===== src/rtl/tpqf_pkg.sv =====
// ----------------------------------------------------------------------------
// Three-point quadratic fit package
// Shared types and constants for the fit front end, queue and back end.
// ----------------------------------------------------------------------------
package tpqf_pkg;

  localparam int XW = 16;   // point position width
  localparam int YW = 16;   // point value width (Q1.15)
  localparam int CW = 64;   // coefficient width
  localparam int DW = 48;   // divisor width, h0 * h1 * hh < 2^48
  localparam int PW = 48;   // unsigned product multiplier width
  localparam int TW = PW + YW + 1;  // signed value times unsigned product
  localparam int SW = 68;   // signed numerator sum width
  localparam int NW = 68;   // shifted numerator magnitude and quotient width
  localparam int CNTW = $clog2(NW);

  // Fractional bits gained by each coefficient before the division.
  localparam int K_SQUARE   = 33;
  localparam int K_LINEAR   = 17;
  localparam int K_CONSTANT = 1;

  typedef enum logic [1:0] {
    MODE_QUAD       = 2'd0,
    MODE_LINE_FIRST = 2'd1,
    MODE_LINE_LAST  = 2'd2,
    MODE_CONST      = 2'd3
  } mode_t;

  typedef struct packed {
    logic        [XW-1:0] x0;
    logic signed [YW-1:0] y0;
    logic        [XW-1:0] x1;
    logic signed [YW-1:0] y1;
    logic        [XW-1:0] x2;
    logic signed [YW-1:0] y2;
    mode_t                mode;
  } item_t;

  typedef enum logic [3:0] {
    BK_IDLE,
    BK_DIFF,
    BK_MUL1,
    BK_MUL2,
    BK_MUL3,
    BK_SUM,
    BK_DIV,
    BK_ROUND,
    BK_PUT
  } back_state_t;

endpackage


===== src/rtl/tpqf_front.sv =====
// ----------------------------------------------------------------------------
// Three-point quadratic fit front end
// Accepts point triples and classifies the fit before queueing them.
// ----------------------------------------------------------------------------
module tpqf_front (
  input  logic                          in_valid,
  output logic                          in_stall,
  input  logic        [tpqf_pkg::XW-1:0] x_first,
  input  logic signed [tpqf_pkg::YW-1:0] y_first,
  input  logic        [tpqf_pkg::XW-1:0] x_middle,
  input  logic signed [tpqf_pkg::YW-1:0] y_middle,
  input  logic        [tpqf_pkg::XW-1:0] x_last,
  input  logic signed [tpqf_pkg::YW-1:0] y_last,
  input  logic                          q_full,
  output logic                          q_push,
  output tpqf_pkg::item_t               q_item
);

  tpqf_pkg::mode_t mode;

  // Strict ordering alone picks the fit; equal or descending pairs fall through.
  always_comb begin
    if ((x_first < x_middle) && (x_middle < x_last)) begin
      mode = tpqf_pkg::MODE_QUAD;
    end else if (x_first < x_middle) begin
      mode = tpqf_pkg::MODE_LINE_FIRST;
    end else if (x_middle < x_last) begin
      mode = tpqf_pkg::MODE_LINE_LAST;
    end else begin
      mode = tpqf_pkg::MODE_CONST;
    end
  end

  assign in_stall = q_full;
  assign q_push   = in_valid && !q_full;

  always_comb begin
    q_item.x0   = x_first;
    q_item.y0   = y_first;
    q_item.x1   = x_middle;
    q_item.y1   = y_middle;
    q_item.x2   = x_last;
    q_item.y2   = y_last;
    q_item.mode = mode;
  end

endmodule


===== config.mk =====
export PLATFORM = sky130hd
export DESIGN_NAME = tpqf_front
export DESIGN_NICKNAME = d
export VERILOG_FILES = /design/src/rtl/tpqf_pkg.sv /design/src/rtl/tpqf_front.sv
export SDC_FILE = /design/constraint.sdc
export NUM_CORES = 1
export LEC_CHECK = 0
export BUFFER_PORTS_ARGS = -buffer_cell sky130_fd_sc_hd__buf_2
export CAP_MARGIN = 5
export CORE_AREA = 2 2 76 78
export DETAILED_ROUTE_END_ITERATION = 7
export DIE_AREA = 0 0 78 80
export PLACE_DENSITY = 0.71
export SLEW_MARGIN = 25
export SYNTH_ARGS = -nofsm -noshare
export SYNTH_HDL_FRONTEND = slang
export SYNTH_SLANG_ARGS = --single-unit

===== constraint.sdc =====
create_clock -name vclk -period 4.1
set_clock_uncertainty 0.1 [all_clocks]
set_input_delay 0.205 -clock vclk [all_inputs]
set_output_delay 0.205 -clock vclk [all_outputs]
set_load 0.05 [all_outputs]

Yosys cells after proc, flatten, opt, wreduce, memory -nomap -nowiden:

Index checks and enable logic that the tools add are counted.

* register bits after elaboration: 0
* bits of input ports: 98
* output and inout bits: 100

* order comparisons: 2
* multiplexer cells: 3
* reduce and logical (&&, ||, !) cells: 3

Operators by type and width (number)
* < comparator 16 bit: 2
* two-way mux 2 bit: 2
* logical AND 1 bit: 2
* zero test 1 bit: 1
* two-way mux 1 bit: 1

Depth between registers and ports, before layout:

* depth after elaboration: 4
* mapped depth: 6
* mapped depth without buffers: 6

Least setup slack after synthesis:

OpenSTA, ideal clock, no wires.

* kind: input-to-output
* start point: in x_last[1] (netlist bit)
* end point: out q_item[0] (netlist bit)
* data arrival time: 1.607 ns
* data required time: 3.795 ns
* path slack: 2.188 ns
* stages on the path: 5
* cells stage by stage: inv_1 > ha_1 > a2111oi_4 > nor4_1 > or4_1

RTL lines
* start: declaration: line tpqf_front.sv:12 `input logic [tpqf_pkg::XW-1:0] x_last,`
* end: declaration: line tpqf_front.sv:16 `output tpqf_pkg::item_t q_item`

==> flow_summary.yaml <==
yosys:
  synth_top_cells_by_count: "97 x buf_4, 30 x ha_1, 30 x inv_1, 10 x a21oi_1, 5 x nand4_1"
  yosys.area.top_type: "buf_4"
  yosysTopAreaCellShare_pct: 48.22
  ys_top_cells_by_area: "buf_4 48%, ha_1 25%, inv_1 7.5%, a21oi_1 3.3%, nand4_1 2.1%"
  synth.distinct_cells: 23
  synth_fp_nets: 330
  synth_seq_area_share_pct: 0
  synth.most_common_cell: "buf_4"
  syn_area_um2: 1510
  yosys_warnings: 0
  synth_area_per_cell_um2: 7.476
  synth_cells: 202
layout:
  diodes: 0
  finalInstanceArea_um2: 1383
  seq_cells: 0
  regArea_um2: 0
  fin_nets: 337
  drive_gt1_share_pct: 50.24
  clkbuf_count: 0
  syn_to_final_growth_pct: -8.450
sta:
  fin_setup_tns_ns: 0
  clock.fmax_mhz: 478.5
  slew_viol_final: 0
  rsz0062_at_grt: "no"
  fin_crit_sh_pct: 50.98
  setup_viol_count_final: 0
  hold_viol_final: 0
  layout_setup_ws_ns: 2.010
  tightest_slew_ns: 0.2791
  timing.slew.headroom_pct: 81.52
  min_period_ns: 2.090
  whs_ns: 0.3100
setup_path:
  critPathLaunchType: "input port"
  endpoint_kind: "output port"
  critPathArrivalTime_ns: 1.79
  crit_required_ns: 3.80
  crit_type: "in2out"
  cp_max_fo: 3
detailed_routing:
  first_iter_violations: 15
  vias: 1151
  routed_wl_um: 3257
  routed_via_density: 4.125
  first_pass_iters: 2
  wire_per_inst_um: 11.67
  drc: 0
  postRouteAntennaNets: 0
flow_run:
  cap_viol_max_count: 0
clock_tree:
  cts_hold_buffers: 0
  cts_resized: 0
  cts_setup_buffers: 0
place:
  port-buffer-count: 102
  dpl_worst_slack_ns: 1.925
  hpwl_um: 3146
  place_area_um2: 1383
  routabilityCongestion: 0.6758
global_route:
  grt_pass1_vias: 1000
  antenna_found_initial: 0
  grt_util_all_layers_pct: 9.089
  grt_max_degree: 4
  grt_pass1_wl_um: 4567
  overflow: 0
floorplan:
  die_y_um: 80
  core_um2: 5405
  start_util_pct: 27.94
  dieArea_um2: 6240
  io_pins: 198
  row_count: 27
  die_x_um: 78
power:
  power.density_nw_per_um2: 165.3
  internal-power_uw: 67.54
  leakagePower_nw: 0.8955
  power_frac_clock_pct: 0
  p_seq_share_pct: 0
  swShare_pct: 70.44
  p_comb_share_pct: 100.0
  ir_drop_mv: 0.03985
  totalPowerFinal_uw: 228.5
  netSwitchingPower_uw: 160.9
hold_path:
  hold_path_depth: 0
  hold_path_class: "in2out"
run_status:
  status: "finished, final reports clean"
## stage by stage
stage	util, %	std cells
after floorplan	-	202
after global placement	25.58	279
after detailed placement	25.58	279
after CTS	25.58	279
after global routing	25.58	279
final	25.58	279
## final cells by class
cell class	count	area [um2]
fill	606	4023
inverter	30	112.6
multi-input combinational	75	669.4
tap	72	90.09
timing repair buffer	102	510.5
## placed cells by master, fill, tap and decap left out, types with 2 or more instances in the layout
master	instances
nand2_1	3
o21ai_0	3
a21oi_1	10
nor2_1	2
inv_1	30
nand4_1	5
nor4_1	2
a21o_1	3
buf_2	102
nand3_1	4
nand2b_1	2
ha_1	30
## cells by family (layout without fill, tap and decap cells)
family | count (synthesis) | in the layout | synth area share, %
AO/OA/AOI/OAI | 22 | 22 | 10.61
buffers and inverters | 127 | 132 | 55.68
adder cells (fa/ha/maj) | 30 | 30 | 24.86
AND/OR/NAND/NOR | 23 | 23 | 8.865
## layer usage
metal	GRT usage, %	share of wire [%]
met5	0	0
met4	0.8772	1.1
met3	1.697	11
met2	20.17	57
met1	8.658	32
## power by group through the flow
stage / clock network [mW] / logic, mW / registers (mW)
after floorplan: 0 / 0.321 / 0
after global placement: 0 / 0.229 / 0
after detailed placement: 0 / 0.231 / 0
after CTS: 0 / 0.232 / 0
after global routing: 0 / 0.248 / 0
final: 0 / 0.228 / 0
## worst max-delay path, cell delays in order
cell and delay (ns):
buf_2 0.12, ha_1 0.29, nand4_1 0.17, or3_1 0.41, nor4_1 0.19, or4_1 0.15, buf_2 0.26
## worst paths after layout
check	to	startpoint	slack, ns
max	q_item[0]	x_middle[14]	2.01
min	q_item[68]	y_first[2]	0.31
(Power assumes the default switching activity.)
