`src/rtl/tpqf_pkg.sv`:
```
// ----------------------------------------------------------------------------
// Three-point quadratic fit package
// Shared types and constants for the fit front end, queue and back end.
// ----------------------------------------------------------------------------
package tpqf_pkg;

  localparam int XW = 16;   // point position width
  localparam int YW = 16;   // point value width (Q1.15)
  localparam int CW = 64;   // coefficient width
  localparam int DW = 48;   // divisor width, h0 * h1 * hh < 2^48
  localparam int PW = 48;   // unsigned product multiplier width
  localparam int TW = PW + YW + 1;  // signed value times unsigned product
  localparam int SW = 68;   // signed numerator sum width
  localparam int NW = 68;   // shifted numerator magnitude and quotient width
  localparam int CNTW = $clog2(NW);

  // Fractional bits gained by each coefficient before the division.
  localparam int K_SQUARE   = 33;
  localparam int K_LINEAR   = 17;
  localparam int K_CONSTANT = 1;

  typedef enum logic [1:0] {
    MODE_QUAD       = 2'd0,
    MODE_LINE_FIRST = 2'd1,
    MODE_LINE_LAST  = 2'd2,
    MODE_CONST      = 2'd3
  } mode_t;

  typedef struct packed {
    logic        [XW-1:0] x0;
    logic signed [YW-1:0] y0;
    logic        [XW-1:0] x1;
    logic signed [YW-1:0] y1;
    logic        [XW-1:0] x2;
    logic signed [YW-1:0] y2;
    mode_t                mode;
  } item_t;

  typedef enum logic [3:0] {
    BK_IDLE,
    BK_DIFF,
    BK_MUL1,
    BK_MUL2,
    BK_MUL3,
    BK_SUM,
    BK_DIV,
    BK_ROUND,
    BK_PUT
  } back_state_t;

endpackage

```
`src/rtl/tpqf_queue.sv`:
```
// ----------------------------------------------------------------------------
// Three-point quadratic fit queue
// Two-entry queue that decouples the front end from the back end.
// ----------------------------------------------------------------------------
module tpqf_queue (
  input  logic            clk,
  input  logic            rst,
  input  logic            push,
  input  tpqf_pkg::item_t push_item,
  output logic            full,
  input  logic            pop,
  output logic            q_valid,
  output tpqf_pkg::item_t head
);

  tpqf_pkg::item_t entries [2];
  logic            wr_ptr;
  logic            rd_ptr;
  logic [1:0]      count;

  assign full    = (count == 2'd2);
  assign q_valid = (count != 2'd0);
  assign head    = entries[rd_ptr];

  always_ff @(posedge clk) begin
    if (push) begin
      entries[wr_ptr] <= push_item;
    end
  end

  always_ff @(posedge clk) begin
    if (rst) begin
      wr_ptr <= 1'b0;
      rd_ptr <= 1'b0;
      count  <= 2'd0;
    end else begin
      if (push) begin
        wr_ptr <= !wr_ptr;
      end
      if (pop) begin
        rd_ptr <= !rd_ptr;
      end
      count <= count + 2'(push) - 2'(pop);
    end
  end

endmodule

```
`config.mk`:
```
export PLATFORM = sky130hd
export DESIGN_NAME = tpqf_queue
export DESIGN_NICKNAME = d
export VERILOG_FILES = /design/src/rtl/tpqf_pkg.sv /design/src/rtl/tpqf_queue.sv
export SDC_FILE = /design/constraint.sdc
export NUM_CORES = 1
export LEC_CHECK = 0
export CAP_MARGIN = 20
export CORE_ASPECT_RATIO = 1.5
export CORE_MARGIN = 2
export CORE_UTILIZATION = 62
export CTS_CLUSTER_SIZE = 20
export DETAILED_ROUTE_END_ITERATION = 6
export DONT_BUFFER_PORTS = 1
export PLACE_DENSITY_LB_ADDON = 0.15
export SYNTH_ARGS = -nofsm -noshare
export SYNTH_HDL_FRONTEND = slang
export SYNTH_SLANG_ARGS = --single-unit
```
`constraint.sdc`:
```
create_clock -name clk -period 5.7 [get_ports clk]
set_input_delay 0.285 -clock clk [delete_from_list [all_inputs] [get_ports clk]]
set_output_delay 0.285 -clock clk [all_outputs]
set_load 0.005 [all_outputs]
```
==> impl_metrics.json, run 1 <==
{
  "synthSimpleGateAreaFrac_pct": 0.629,
  "synth_cells": 326,
  "die_width_microns": 93.0,
  "rows": 48,
  "synth-xor-area-share_pct": 0.544,
  "synth_mux_area_share_pct": 16.0,
  "dp_hpwl_mm": 7.50,
  "die_y_microns": 137,
  "synthAdderAreaFrac_pct": 0.340,
  "initial_core_util_pct": 63.9,
  "cts_buffers": 18,
  "ys_ff_latch": 201,
  "synth_top_family_by_area": "multiplexers",
  "toolErrorMsg": "[ERROR RSZ-0060] Max buffer count reached.",
  "status": "did not finish",
  "seq_area_frac_synth_pct": 81.3,
  "synth_compound_area_share_pct": 0,
  "ctsHtreeMaxLevel": 1,
  "gp_congestion": 0.793,
  "cts_root_buf": "clkbuf_16",
  "place_ws_ns": 3.46,
  "syn_area_sq_um": 7360,
  "ys_warn_count": 0,
  "pin_count": 202,
  "cts_setup_buffers": 0,
  "clockBufferDepth": 3,
  "port_buffers": 0,
  "haltStage": "clock tree synthesis",
  "synth_cell_types": 14,
  "cts.sink_count": 201,
  "postCtsHoldBufs": 101,
  "syn-num-nets": 430,
  "cts-resized-gates": 0,
  "syn_area_per_cell_sq_um": 22.6
}
## cells by family after synthesis
logic type,count (synthesis)
simple gates,9
xor+xnor,3
flops,201
fa+ha+maj,2
mux,98
buf+inv,13
## Yosys cell counts
master | instances | share of area (%)
edfxtp_1 | 196 | 80
mux2_2 | 78 | 12
mux2_4 | 20 | 4.1
buf_2 | 7 | 0.48
dfxtp_1 | 5 | 1.4
buf_6 | 4 | 0.61
nor2_1 | 4 | 0.20
nor2b_1 | 3 | 0.25
ha_1 | 2 | 0.34
inv_1 | 2 | 0.10
xnor2_1 | 2 | 0.24
and2_1 | 1 | 0.085
or2_2 | 1 | 0.085
xnor3_1 | 1 | 0.31
## stage by stage
step	area, sq um	hold WS, ns	utilization (%)	cells
2_1_floorplan	7360	0.357	-	326
3_3_place_gp	7510	0.359	65.2	469
3_5_place_dp	7510	0.354	65.2	469
==> inputs of run 2 (changes only) <==
--- a/config.mk
+++ b/config.mk
@@ -6,10 +6,8 @@
 export NUM_CORES = 1
 export LEC_CHECK = 0
 export CAP_MARGIN = 20
-export CORE_ASPECT_RATIO = 1.5
 export CORE_MARGIN = 2
-export CORE_UTILIZATION = 62
-export CTS_CLUSTER_SIZE = 20
+export CORE_UTILIZATION = 40
 export DETAILED_ROUTE_END_ITERATION = 6
 export DONT_BUFFER_PORTS = 1
 export PLACE_DENSITY_LB_ADDON = 0.15
==> run 2 against run 1 <==
Compared with the run above: the flow now finishes without violations; synthesized area is the same; synthesized cell count is the same.
==> impl_metrics.json, run 2 <==
{
  "status": "completed",
  "vias_per_cell": 4.82,
  "ys_ff_latch": 201,
  "synth_top_cell_by_area": "edfxtp_1",
  "rows": 49,
  "ctsHtreeMaxLevel": 1,
  "grt_usage_pct": 12.9,
  "top_regs": "entries: 196 flops, count: 2 flops",
  "postCtsHoldBufs": 102,
  "synth_area_leaders": "edfxtp_1, mux2_2, mux2_4, dfxtp_1, buf_6",
  "gr-total-overflow": 0,
  "wirelength_mm": 12.9,
  "pin_count": 202,
  "maxCapViolCount": 0,
  "tightest_slew_ns": 0.746,
  "leakage_nw": 3.13,
  "synth_edf_count": 196,
  "slew_viol_final": 0,
  "cp_data_arrival_time_ns": 2.47,
  "cts_tree": "yes",
  "skew_ns": 0.00511,
  "die_area_sq_um": 19500,
  "cts_setup_buffers": 0,
  "most-common-layout-cells": "edfxtp_1, dlygate4sd3_1, mux2_2",
  "vdd_ir_drop_max_v": 0.000249,
  "final_nets": 548,
  "cts.sink_count": 201,
  "cp-start-kind": "register",
  "end_kind": "primary output",
  "clkTransAtPathRegs_ns": 0.06,
  "grt_pass1_vias": 3632,
  "max_slew_margin_pct": 50.3,
  "syn-num-nets": 430,
  "die_y_microns": 140,
  "regMostFlops": "entries",
  "critPathTopFamily": "flip-flops",
  "hold_class": "input pin to register",
  "layout_commonest_cell": "edfxtp_1",
  "gp_congestion": 0.707,
  "synthToLayoutAreaGrowth_pct": 25.4,
  "slowest_delay_ns": 0.75,
  "synth_cells": 326,
  "insertion_delay_ns": 0.48,
  "crit_type": "register to primary output",
  "fmax_mhz": 364,
  "syn_area_per_cell_sq_um": 22.6,
  "port_buffers": 0,
  "antenna_cells": 0,
  "setup_violations": 0,
  "crit_required_ns": 5.41,
  "dp_hpwl_mm": 7.99,
  "routedWlPerCell_microns": 18.7,
  "syn_area_sq_um": 7360,
  "initial_core_util_pct": 40.9,
  "ant_nets": 0,
  "synth_top_cell_area_share_pct": 79.9,
  "cts-resized-gates": 0,
  "coreArea_sq_um": 18000,
  "drcViolationCount": 0,
  "synthTopCellsByCount": "edfxtp_1, mux2_2, mux2_4",
  "vias": 3311,
  "crit_fanout": 51,
  "synth.most_common_cell": "edfxtp_1",
  "p_per_area_nw_per_um2": 349,
  "synth_cell_types": 14,
  "clockBufferDepth": 3,
  "seq_area_frac_synth_pct": 81.3,
  "critPathBufInv": 1,
  "drtIter0Drc": 139,
  "worstPathCellList": "buf_4 -> mux2_2",
  "fin_ws_ns": 2.95,
  "rsz0062_at_grt": "false",
  "ys_warn_count": 0,
  "largest_reg_flops": 196,
  "die_width_microns": 140,
  "antenna_found_initial": 0,
  "cts_buffers": 21,
  "setup_tns_ns": 0,
  "layout-drive-gt1-share_pct": 28.6,
  "grt_start_max_net_pins": 54,
  "async_flop_share_pct": 0,
  "min_period_ns": 2.75,
  "worst_path_max_delay_cell": "dfxtp_4",
  "fin_crit_sh_pct": 48.2,
  "timing.final.hold_violations": 0,
  "cts_root_buf": "clkbuf_16",
  "place_ws_ns": 3.44,
  "drt_first_pass_iters": 4,
  "grt_pass1_wl_mm": 19.9,
  "synthFlopType": "edfxtp_1"
}
run 2: cell counts after synthesis:
Identical to the previous run, type by type.
run 2: power breakdown:
part           total [W]  internal, W  switching, W
clock network    0.00118     0.000690      0.000494
registers        0.00176      0.00173     0.0000350
logic           0.000281     0.000151      0.000130
run 2: metal layers:
layer	share of wire [%]	global-route usage (%)
met1	39	15.1
met2	48	21.3
met3	11	5.95
met4	2.2	4.11
met5	0	0
run 2: kinds of logic after synthesis:
logic type,Yosys count,synth area share [%]
simple gates,9,0.629
mux,98,16.0
buf+inv,13,1.19
flops,201,81.3
xor+xnor,3,0.544
fa+ha+maj,2,0.340
run 2: area by class of cell:
class                   count  area [sq um]
clock inverters             7          30.0
flip-flops and latches    201          5990
repair buffers            106          1050
multi-input cells         112          1300
well taps                 229           287
clock buffers              30           569
inverters                   2          7.51
fillers                  1454          8790
run 2: final timing paths:
| path | startpoint | to | slack, ns | cells after the start |
|---|---|---|---|---|
| max | register | head[16] | 2.95 | 2 |
| min | push | count[0]$_SDFF_PP0_ | 0.05 | 2 |
| max reg2reg | wr_ptr$_SDFFE_PP0P_ | entries[1][10]$_DFFE_PP_ | 3.57 | 2 |
| min reg2reg | rd_ptr$_SDFFE_PP0P_ | rd_ptr$_SDFFE_PP0P_ | 0.54 | 2 |
run 2: metrics by stage:
step	utilization [%]	power (W)	hold slack [ns]	cells	cell area [sq um]
floorplan	-	0.00197	0.357	326	7360
global placement	42.2	0.00201	0.359	548	7610
detailed placement	42.2	0.00201	0.357	548	7610
CTS	51.2	0.00327	0.0305	687	9230
global route	51.2	0.00336	0.0923	687	9230
finish	51.2	0.00323	0.0533	687	9230
Power figures use the tool's default switching activity.
